## config.mk

```make
export PLATFORM = sky130hd
export DESIGN_NAME = chunk_tree_validator
export DESIGN_NICKNAME = d
export VERILOG_FILES = /design/src/rtl/ctv_pkg.sv /design/src/rtl/chunk_tree_validator.sv
export SDC_FILE = /design/constraint.sdc
export NUM_CORES = 2
export LEC_CHECK = 0
export BUFFER_PORTS_ARGS = -buffer_cell sky130_fd_sc_hd__buf_2
export CAP_MARGIN = 10
export CORE_MARGIN = 1
export CORE_UTILIZATION = 45
export DETAILED_ROUTE_END_ITERATION = 10
export HOLD_SLACK_MARGIN = 0.15
export PLACE_DENSITY_LB_ADDON = 0.05
export SYNTH_ARGS = -nofsm -noshare
export SYNTH_HDL_FRONTEND = slang
export SYNTH_SLANG_ARGS = --single-unit
```

## constraint.sdc

```tcl
create_clock -name clk -period 12.85 [get_ports clk]
set_input_delay 1.285 -clock clk [delete_from_list [all_inputs] [get_ports clk]]
set_output_delay 1.285 -clock clk [all_outputs]
set_load 0.01 [all_outputs]
```

## src/rtl/ctv_pkg.sv

```systemverilog
// Shared types and constants for the chunk tree validator.
package ctv_pkg;

  localparam int BYTE_W     = 8;
  localparam int KIND_W     = 4;
  localparam int OFF_W      = 33;
  localparam int HDR_LEN    = 16;
  localparam int ID_W       = 32;
  localparam int FLAG_W     = 16;
  localparam int SIZE_W     = 32;
  localparam int HDR_IDX_W  = 4;

  localparam logic [ID_W-1:0]      ROOT_ID      = 32'h8000_0001;
  localparam logic [HDR_IDX_W-1:0] HDR_LAST_IDX = 4'd15;

  // Verdict codes, first violation wins
  typedef enum logic [KIND_W-1:0] {
    ERR_NONE       = 4'd0,
    ERR_ROOT_ID    = 4'd1,
    ERR_ROOT_HDR   = 4'd2,
    ERR_ID_BIT     = 4'd3,
    ERR_SIZE_HIGH  = 4'd4,
    ERR_CHILD_FLAG = 4'd5,
    ERR_OVERRUN    = 4'd6,
    ERR_HDR_CUT    = 4'd7,
    ERR_TOO_DEEP   = 4'd8,
    ERR_SHORT      = 4'd9,
    ERR_EXTRA      = 4'd10
  } err_kind_t;

  // Sequencer states
  typedef enum logic [2:0] {
    ST_IDLE,
    ST_CONSUME,
    ST_HDR_CHECK,
    ST_CLOSE,
    ST_CLOSE_LOAD,
    ST_FINAL
  } state_t;

endpackage

```

## src/rtl/chunk_tree_validator.sv

```systemverilog
// Chunk tree validator: streams a file byte by byte and checks its nested chunk headers.
//
// One input beat is one file byte. An ordinary byte is accepted, then passes once through
// the shared adder/compare unit. The byte that completes a 16-byte header adds the header
// checks and, unless a leaf payload follows, a level-close compare, as does the last leaf
// payload byte. Each further level that ends there adds a reload and a compare (the level-end
// stack is a memory with a registered read, and levels are popped one per visit). A beat
// marked last adds a step to form the verdict, which then waits in the output register
// while the next file's bytes are already being accepted; a second verdict is held back
// until the first one is taken.
module chunk_tree_validator
  import ctv_pkg::*;
#(
  parameter int MAX_NESTING   = 32,
  parameter int POSITION_BITS = 33
) (
  input  logic              clk,
  input  logic              rst_n,
  // input byte channel
  input  logic              in_valid,
  output logic              in_stall,
  input  logic [BYTE_W-1:0] in_byte_value,
  input  logic              in_last_byte,
  // verdict channel
  output logic              out_valid,
  input  logic              out_stall,
  output logic              out_accepted,
  output logic [KIND_W-1:0] out_error_kind,
  output logic [OFF_W-1:0]  out_error_offset
);

  localparam int P     = POSITION_BITS;
  localparam int LW    = $clog2(MAX_NESTING + 1);
  localparam int DEPTH = MAX_NESTING + 1;
  localparam int AW    = ((P > SIZE_W) ? P : SIZE_W) + 1;

  // sequencer and stream state
  state_t                 state_r, state_nxt;
  logic [P-1:0]           pos_r, pos_nxt;
  logic [HDR_IDX_W-1:0]   idx_r, idx_nxt;
  logic [P-1:0]           hdr_start_r, hdr_start_nxt;
  logic [ID_W-1:0]        id_r, id_nxt;
  logic [FLAG_W-1:0]      child_r, child_nxt;
  logic                   hi_nz_r, hi_nz_nxt;
  logic [SIZE_W-1:0]      size_r, size_nxt;
  logic                   in_leaf_r, in_leaf_nxt;
  logic [SIZE_W-1:0]      leaf_r, leaf_nxt;
  logic [LW-1:0]          open_r, open_nxt;
  logic [P-1:0]           top_r, top_nxt;
  err_kind_t              err_kind_r, err_kind_nxt;
  logic [P-1:0]           err_off_r, err_off_nxt;
  logic [BYTE_W-1:0]      byte_r, byte_nxt;
  logic                   last_r, last_nxt;

  // verdict register
  logic                   out_valid_r, out_valid_nxt;
  err_kind_t              out_kind_r, out_kind_nxt;
  logic [OFF_W-1:0]       out_off_r, out_off_nxt;

  // level-end stack
  logic [P-1:0]           stack_mem [DEPTH];
  logic                   mem_we;
  logic [LW-1:0]          mem_waddr;
  logic [P-1:0]           mem_wdata;
  logic [P-1:0]           rd_data_r;

  // shared adder/compare unit
  logic [AW-1:0]          alu_a, alu_b, alu_c, alu_sum;
  logic                   alu_gt, alu_eq;

  // decode signals
  logic                   pos_ge16, c_extra, c_cut, c_pop, is_root;
  logic                   root_fail, chunk_fail, push_ok, out_free, short_err;
  logic [P-1:0]           end_pos;
  err_kind_t              chunk_kind, final_kind;
  logic [P-1:0]           final_off;
  logic [OFF_W+P-1:0]     final_off_ext;

  // operand select for the shared unit
  always_comb begin
    alu_a = '0;
    alu_b = '0;
    alu_c = '0;
    unique case (state_r)
      ST_CONSUME: begin
        if (in_leaf_r) begin
          alu_a = {{(AW-SIZE_W){1'b0}}, leaf_r};
          alu_b = '1;
        end else begin
          alu_a = {{(AW-P){1'b0}}, pos_r};
          alu_b = AW'(HDR_LEN);
          alu_c = {{(AW-P){1'b0}}, top_r};
        end
      end
      ST_HDR_CHECK: begin
        alu_a = {{(AW-P){1'b0}}, pos_r};
        alu_b = {{(AW-SIZE_W){1'b0}}, size_r};
        alu_c = {{(AW-P){1'b0}}, top_r};
      end
      ST_CLOSE: begin
        alu_a = {{(AW-P){1'b0}}, pos_r};
        alu_c = {{(AW-P){1'b0}}, top_r};
      end
      default: begin
      end
    endcase
  end

  assign alu_sum = alu_a + alu_b;
  assign alu_gt  = alu_sum > alu_c;
  assign alu_eq  = alu_sum == alu_c;
  assign end_pos = alu_sum[P-1:0];

  // decode the checks of the current step
  assign pos_ge16   = |pos_r[P-1:4];
  assign is_root    = open_r == '0;
  assign c_extra    = is_root && (idx_r == '0) && pos_ge16;
  assign c_cut      = (idx_r == '0) && !is_root && alu_gt;
  assign c_pop      = !is_root && alu_eq;
  assign root_fail  = hi_nz_r || (child_r != FLAG_W'(1));
  assign push_ok    = open_r < LW'(MAX_NESTING);
  assign out_free   = !out_valid_r || !out_stall;
  assign short_err  = (err_kind_r == ERR_NONE) &&
                      !(is_root && (idx_r == '0) && !in_leaf_r && pos_ge16);

  // first failing chunk check, in priority order
  always_comb begin
    chunk_kind = ERR_NONE;
    if (!id_r[ID_W-1])                               chunk_kind = ERR_ID_BIT;
    else if (hi_nz_r)                                chunk_kind = ERR_SIZE_HIGH;
    else if (child_r > FLAG_W'(1))                   chunk_kind = ERR_CHILD_FLAG;
    else if (open_r > LW'(MAX_NESTING))              chunk_kind = ERR_TOO_DEEP;
    else if (alu_gt)                                 chunk_kind = ERR_OVERRUN;
    else if ((child_r == FLAG_W'(1)) && !push_ok)    chunk_kind = ERR_TOO_DEEP;
  end
  assign chunk_fail = chunk_kind != ERR_NONE;

  // verdict for the last byte
  assign final_kind    = short_err ? ERR_SHORT : err_kind_r;
  assign final_off     = short_err ? pos_r : err_off_r;
  assign final_off_ext = {{OFF_W{1'b0}}, final_off};

  // next state
  always_comb begin
    state_nxt = state_r;
    unique case (state_r)
      ST_IDLE: begin
        if (in_valid) state_nxt = ST_CONSUME;
      end
      ST_CONSUME: begin
        state_nxt = last_r ? ST_FINAL : ST_IDLE;
        if (err_kind_r == ERR_NONE && !c_extra) begin
          if (in_leaf_r) begin
            if (alu_eq) state_nxt = ST_CLOSE;
          end else if (!c_cut && idx_r == HDR_LAST_IDX) begin
            state_nxt = ST_HDR_CHECK;
          end
        end
      end
      ST_HDR_CHECK: begin
        state_nxt = last_r ? ST_FINAL : ST_IDLE;
        if (is_root) begin
          if (id_r == ROOT_ID && !root_fail) state_nxt = ST_CLOSE;
        end else if (!chunk_fail) begin
          if (child_r == FLAG_W'(1) || size_r == '0) state_nxt = ST_CLOSE;
        end
      end
      ST_CLOSE: begin
        state_nxt = last_r ? ST_FINAL : ST_IDLE;
        if (c_pop && open_r != LW'(1)) state_nxt = ST_CLOSE_LOAD;
      end
      ST_CLOSE_LOAD: begin
        state_nxt = ST_CLOSE;
      end
      ST_FINAL: begin
        if (out_free) state_nxt = ST_IDLE;
      end
      default: state_nxt = ST_IDLE;
    endcase
  end

  // datapath updates
  always_comb begin
    pos_nxt       = pos_r;
    idx_nxt       = idx_r;
    hdr_start_nxt = hdr_start_r;
    id_nxt        = id_r;
    child_nxt     = child_r;
    hi_nz_nxt     = hi_nz_r;
    size_nxt      = size_r;
    in_leaf_nxt   = in_leaf_r;
    leaf_nxt      = leaf_r;
    open_nxt      = open_r;
    top_nxt       = top_r;
    err_kind_nxt  = err_kind_r;
    err_off_nxt   = err_off_r;
    byte_nxt      = byte_r;
    last_nxt      = last_r;
    out_kind_nxt  = out_kind_r;
    out_off_nxt   = out_off_r;
    out_valid_nxt = out_valid_r && out_stall;
    mem_we        = 1'b0;
    mem_waddr     = '0;
    mem_wdata     = end_pos;

    unique case (state_r)
      ST_IDLE: begin
        // capture the beat
        if (in_valid) begin
          byte_nxt = in_byte_value;
          last_nxt = in_last_byte;
        end
      end
      ST_CONSUME: begin
        // advance the stream, then check or absorb the byte
        pos_nxt = pos_r + P'(1);
        if (err_kind_r == ERR_NONE) begin
          if (c_extra) begin
            err_kind_nxt = ERR_EXTRA;
            err_off_nxt  = pos_r;
          end else if (in_leaf_r) begin
            leaf_nxt = alu_sum[SIZE_W-1:0];
            if (alu_eq) in_leaf_nxt = 1'b0;
          end else if (c_cut) begin
            err_kind_nxt = ERR_HDR_CUT;
            err_off_nxt  = pos_r;
          end else begin
            if (idx_r == '0) hdr_start_nxt = pos_r;
            case (idx_r) inside
              [4'd0:4'd3]:   id_nxt    = {id_r[ID_W-BYTE_W-1:0], byte_r};
              [4'd6:4'd7]:   child_nxt = {child_r[FLAG_W-BYTE_W-1:0], byte_r};
              4'd8:          hi_nz_nxt = byte_r != '0;
              [4'd9:4'd11]:  hi_nz_nxt = hi_nz_r || (byte_r != '0);
              [4'd12:4'd15]: size_nxt  = {size_r[SIZE_W-BYTE_W-1:0], byte_r};
              default: begin
              end
            endcase
            idx_nxt = idx_r + HDR_IDX_W'(1);
          end
        end
      end
      ST_HDR_CHECK: begin
        if (is_root) begin
          // root chunk opens the first level
          if (id_r != ROOT_ID) begin
            err_kind_nxt = ERR_ROOT_ID;
            err_off_nxt  = '0;
          end else if (root_fail) begin
            err_kind_nxt = ERR_ROOT_HDR;
            err_off_nxt  = '0;
          end else begin
            open_nxt  = LW'(1);
            top_nxt   = end_pos;
            mem_we    = 1'b1;
            mem_waddr = LW'(1);
          end
        end else if (chunk_fail) begin
          err_kind_nxt = chunk_kind;
          err_off_nxt  = hdr_start_r;
        end else if (child_r == FLAG_W'(1)) begin
          // push a new child list
          open_nxt  = open_r + LW'(1);
          top_nxt   = end_pos;
          mem_we    = 1'b1;
          mem_waddr = open_r + LW'(1);
        end else if (size_r != '0) begin
          in_leaf_nxt = 1'b1;
          leaf_nxt    = size_r;
        end
      end
      ST_CLOSE: begin
        // drop a level whose end is reached
        if (c_pop) open_nxt = open_r - LW'(1);
      end
      ST_CLOSE_LOAD: begin
        top_nxt = rd_data_r;
      end
      ST_FINAL: begin
        // hand over the verdict and clear for the next file
        if (out_free) begin
          out_valid_nxt = 1'b1;
          out_kind_nxt  = final_kind;
          out_off_nxt   = (final_kind == ERR_NONE) ? '0 : final_off_ext[OFF_W-1:0];
          pos_nxt       = '0;
          idx_nxt       = '0;
          in_leaf_nxt   = 1'b0;
          open_nxt      = '0;
          err_kind_nxt  = ERR_NONE;
          err_off_nxt   = '0;
        end
      end
      default: begin
      end
    endcase
  end

  // control registers
  always_ff @(posedge clk) begin
    if (!rst_n) begin
      state_r     <= ST_IDLE;
      pos_r       <= '0;
      idx_r       <= '0;
      in_leaf_r   <= 1'b0;
      open_r      <= '0;
      err_kind_r  <= ERR_NONE;
      out_valid_r <= 1'b0;
    end else begin
      state_r     <= state_nxt;
      pos_r       <= pos_nxt;
      idx_r       <= idx_nxt;
      in_leaf_r   <= in_leaf_nxt;
      open_r      <= open_nxt;
      err_kind_r  <= err_kind_nxt;
      out_valid_r <= out_valid_nxt;
    end
  end

  // payload registers
  always_ff @(posedge clk) begin
    hdr_start_r <= hdr_start_nxt;
    id_r        <= id_nxt;
    child_r     <= child_nxt;
    hi_nz_r     <= hi_nz_nxt;
    size_r      <= size_nxt;
    leaf_r      <= leaf_nxt;
    top_r       <= top_nxt;
    err_off_r   <= err_off_nxt;
    byte_r      <= byte_nxt;
    last_r      <= last_nxt;
    out_kind_r  <= out_kind_nxt;
    out_off_r   <= out_off_nxt;
  end

  // level-end stack: one write port, registered read of the entry at the next open-level count
  always_ff @(posedge clk) begin
    if (mem_we) stack_mem[mem_waddr] <= mem_wdata;
    rd_data_r <= stack_mem[open_nxt];
  end

  assign in_stall         = state_r != ST_IDLE;
  assign out_valid        = out_valid_r;
  assign out_accepted     = out_kind_r == ERR_NONE;
  assign out_error_kind   = out_kind_r;
  assign out_error_offset = out_off_r;

  // nesting never exceeds the stack
  a_open_bound: assert property (@(posedge clk) disable iff (!rst_n)
    open_r <= LW'(MAX_NESTING))
    else $error("open level count beyond stack depth");

  // a verdict appears only out of the final step
  a_verdict_src: assert property (@(posedge clk) disable iff (!rst_n)
    $rose(out_valid_r) |-> $past(state_r == ST_FINAL))
    else $error("verdict raised outside final step");

  // an open leaf payload always has bytes left
  a_leaf_count: assert property (@(posedge clk) disable iff (!rst_n)
    in_leaf_r |-> (leaf_r != '0))
    else $error("leaf payload open with no bytes left");

  // a latched violation holds until the verdict is formed
  a_err_hold: assert property (@(posedge clk) disable iff (!rst_n)
    (err_kind_r != ERR_NONE && state_r != ST_FINAL) |=> $stable(err_kind_r))
    else $error("first violation overwritten");

endmodule
```

==> results_dict.tcl <==
set metrics [dict create \
    status "complete, no violations" \
    cap_viol_max_count 0 \
    hold_viol 0 \
    ff_latch_area_um2 42200 \
    required_ns 13.45 \
    syn_nets 4544 \
    setup_slack_ns 0.695 \
    finalSetupViolCount 0 \
    hold_depth 0 \
    gr-usage-met1_pct 40.8 \
    period_share_pct 94.6 \
    ios 53 \
    start_kind "register" \
    synthCells 4456 \
    die_area_um2 133000 \
    synthTopCellsByArea "edfxtp_1 68%, nand2_1 5.6%, dfxtp_1 2.9%" \
    grt_pass1_wl_um 273000 \
    grtUsageTotal_pct 28.4 \
    drt_iter0_markers 4787 \
    critPathMaxFanout 34 \
    min_period_ns 12.15 \
    dr.pass1.iters 5 \
    cts-root-buf "clkbuf_16" \
    cts_resized 0 \
    yosysWarnings 0 \
    finalNetCount 4591 \
    grt_start_max_net_pins 199 \
    ys_seq_area_share_pct 70.9 \
    dp_worst_setup_slack_ns 0.926 \
    async_flop_share_pct 0 \
    path_clk_slew_ns 0.06 \
    grt_pass1_vias 37500 \
    drive_gt1_share_pct 12.7 \
    postCtsSetupBuffers 0 \
    detail-route-antenna-nets 0 \
    rows 132 \
    vias_per_cell 6.12 \
    cts.sinks 1432 \
    worst_path_most_repeated_cell "buf_4" \
    place_hpwl_um 109000 \
    yosysTopAreaCell "edfxtp_1" \
    drt-total-wl_um 189000 \
    htree_levels 4 \
    antenna_found_initial 11 \
    numCtsBuffers 154 \
    synth_common_cells "1347 x edfxtp_1, 893 x nand2_1, 293 x nand3_1, 177 x clkbuf_1, 167 x a211oi_1" \
    portBuffers 52 \
    p_leak_nw 23.3 \
    grt_most_used_layer "met2" \
    seqPwrFrac_pct 52.0 \
    r2r_slack_ns 0.70 \
    synth-seq-cells 1432 \
    fin_worst_skew_ns 0.0251 \
    max_freq_mhz 82.3 \
    die_h_um 365 \
    grt_util_met2_pct 45.2 \
    wl_per_cell_um 29.7 \
    clockPowerShare_pct 43.8 \
    netlist_area_um2 59400 \
    start_util_pct 45.6 \
    grt_overflow 0 \
    synth_cell_types 89 \
    p_sw_mw 2.20 \
    synth.most_common_cell "edfxtp_1" \
    power_density_nw_per_um2 149 \
    cts_tree "yes" \
    worst_pin_slew_ns 1.32 \
    gp_congestion 0.900 \
    reg2regPathDepth 39 \
    drt_drc_violations_left 0 \
    die_w_um 365 \
    synthFlopType "edfxtp_1" \
    slew_headroom_pct 11.1 \
    fin_setup_tns_ns 0 \
    hold_buffers 0 \
    syn_avg_cell_area_um2 13.3 \
    p_total_mw 10.0 \
    critical_path_class "register to register" \
    rsz0062_at_grt "no" \
    sw_frac_of_total_pct 22.0 \
    clk_latency_ns 0.80 \
    power.internal_mw 7.83 \
    ir_worst_vdd_v 0.000141 \
    max-clock-path-buffers 3 \
    fillCellCount 11100 \
    synth_enable_flop_cells 1347 \
    endpoint_kind "register" \
    synthDominantCellAreaShare_pct 68.1 \
    core_um2 130000 \
    arrival_ns 12.76 \
    critPathMaxStageDelay_ns 0.98 \
    min_path_type "register to register" \
    final_max_slew_viol_count 0 \
    cp_slowest_cell "nor4_1" \
    met3_usage_pct 3.94 \
    vias 39000 \
    multi_input_area_um2 16400 \
    synthToLayoutAreaGrowth_pct 13.4 \
    comb_power_share_pct 4.2 \
]
==> layer usage <==
metal | up-vias | part of all wire (%) | wire [um]
met4 | 4 | 2.5 | 4770
li1 | 17100 | - | -
met5 | - | 0.015 | 28
met3 | 286 | 6.6 | 12400
met1 | 20100 | 44 | 83100
met2 | 1539 | 47 | 89000
==> cell families after synthesis <==
| kind of cell | count (synthesis) | share of synthesized area, % |
|---|---|---|
| flip-flops | 1432 | 70.9 |
| AO/OA/AOI/OAI | 802 | 10.2 |
| adder cells (fa/ha/maj) | 75 | 1.59 |
| AND/OR/NAND/NOR | 1697 | 12.9 |
| buffers and inverters | 345 | 2.62 |
| XOR/XNOR | 63 | 0.960 |
| multiplexers | 42 | 0.720 |
==> cell type report <==
type | count | area share, %
Inverter | 32 | 0.178
Sequential cell | 1432 | 62.5
Antenna cell | 1 | 0.00371
Clock buffer | 224 | 6.55
Tap cell | 1742 | 3.23
Multi-Input combinational cell | 2679 | 24.3
Clock inverter | 64 | 0.895
Timing Repair Buffer | 204 | 2.30
==> placed cells by master, fill, tap and decap left out, types with 101 or more instances in the layout <==
cell / count
nand2_1: 892
o21ai_0: 110
a32oi_1: 101
a211oi_1: 166
nor2_1: 127
buf_4: 140
and3_1: 144
nand3_1: 293
clkbuf_16: 158
a311oi_1: 102
edfxtp_1: 1347
==> sequential cells by signal, indices dropped and copies added (netlist names), 8 cells and up <==
register	count
leaf_r	32
stack_mem	1089
size_r	32
top_r	33
child_r	16
out_error_offset	33
byte_r	8
hdr_start_r	33
rd_data_r	33
err_off_r	33
pos_r	33
id_r	32
==> through the flow <==
stage                     hold slack [ns]  utilization [%]  cells  area (um^2)
final                               0.450             51.7   6378        67400
after global routing                0.458             51.7   6377        67400
after CTS                           0.448             51.7   6376        67400
after detailed placement            0.435             47.9   6088        62400
after global placement              0.432             47.8   6088        62300
after floorplan                     0.406                -   4456        59400
==> path summary, 6_finish.rpt <==
check	end	start
min reg2reg	child_r[15]$_DFFE_PP_	child_r[7]$_DFFE_PP_
max reg2reg	rd_data_r[16]$_DFF_P_	state_r[0]$_SDFFE_PN0P_
max	rd_data_r[16]$_DFF_P_	state_r[0]$_SDFFE_PN0P_
min	child_r[15]$_DFFE_PP_	child_r[7]$_DFFE_PP_
==> power groups by stage <==
stage | Clock, mW | Sequential (mW) | Combinational [mW]
floorplan | 0 | 5.31 | 0.223
global placement | 0 | 5.31 | 0.415
detailed placement | 0 | 5.31 | 0.417
CTS | 4.46 | 5.21 | 0.419
global route | 4.63 | 5.21 | 0.448
finish | 4.40 | 5.21 | 0.422
==> critical path: cells and delay by family, from the launching register on <==
family          cells  cell delay [ns]
buf+inv             8             2.09
compound gates     18             5.24
simple gates       11             3.41
flops               1             0.55
fa+ha+maj           2             0.64
(Power assumes the default switching activity.)
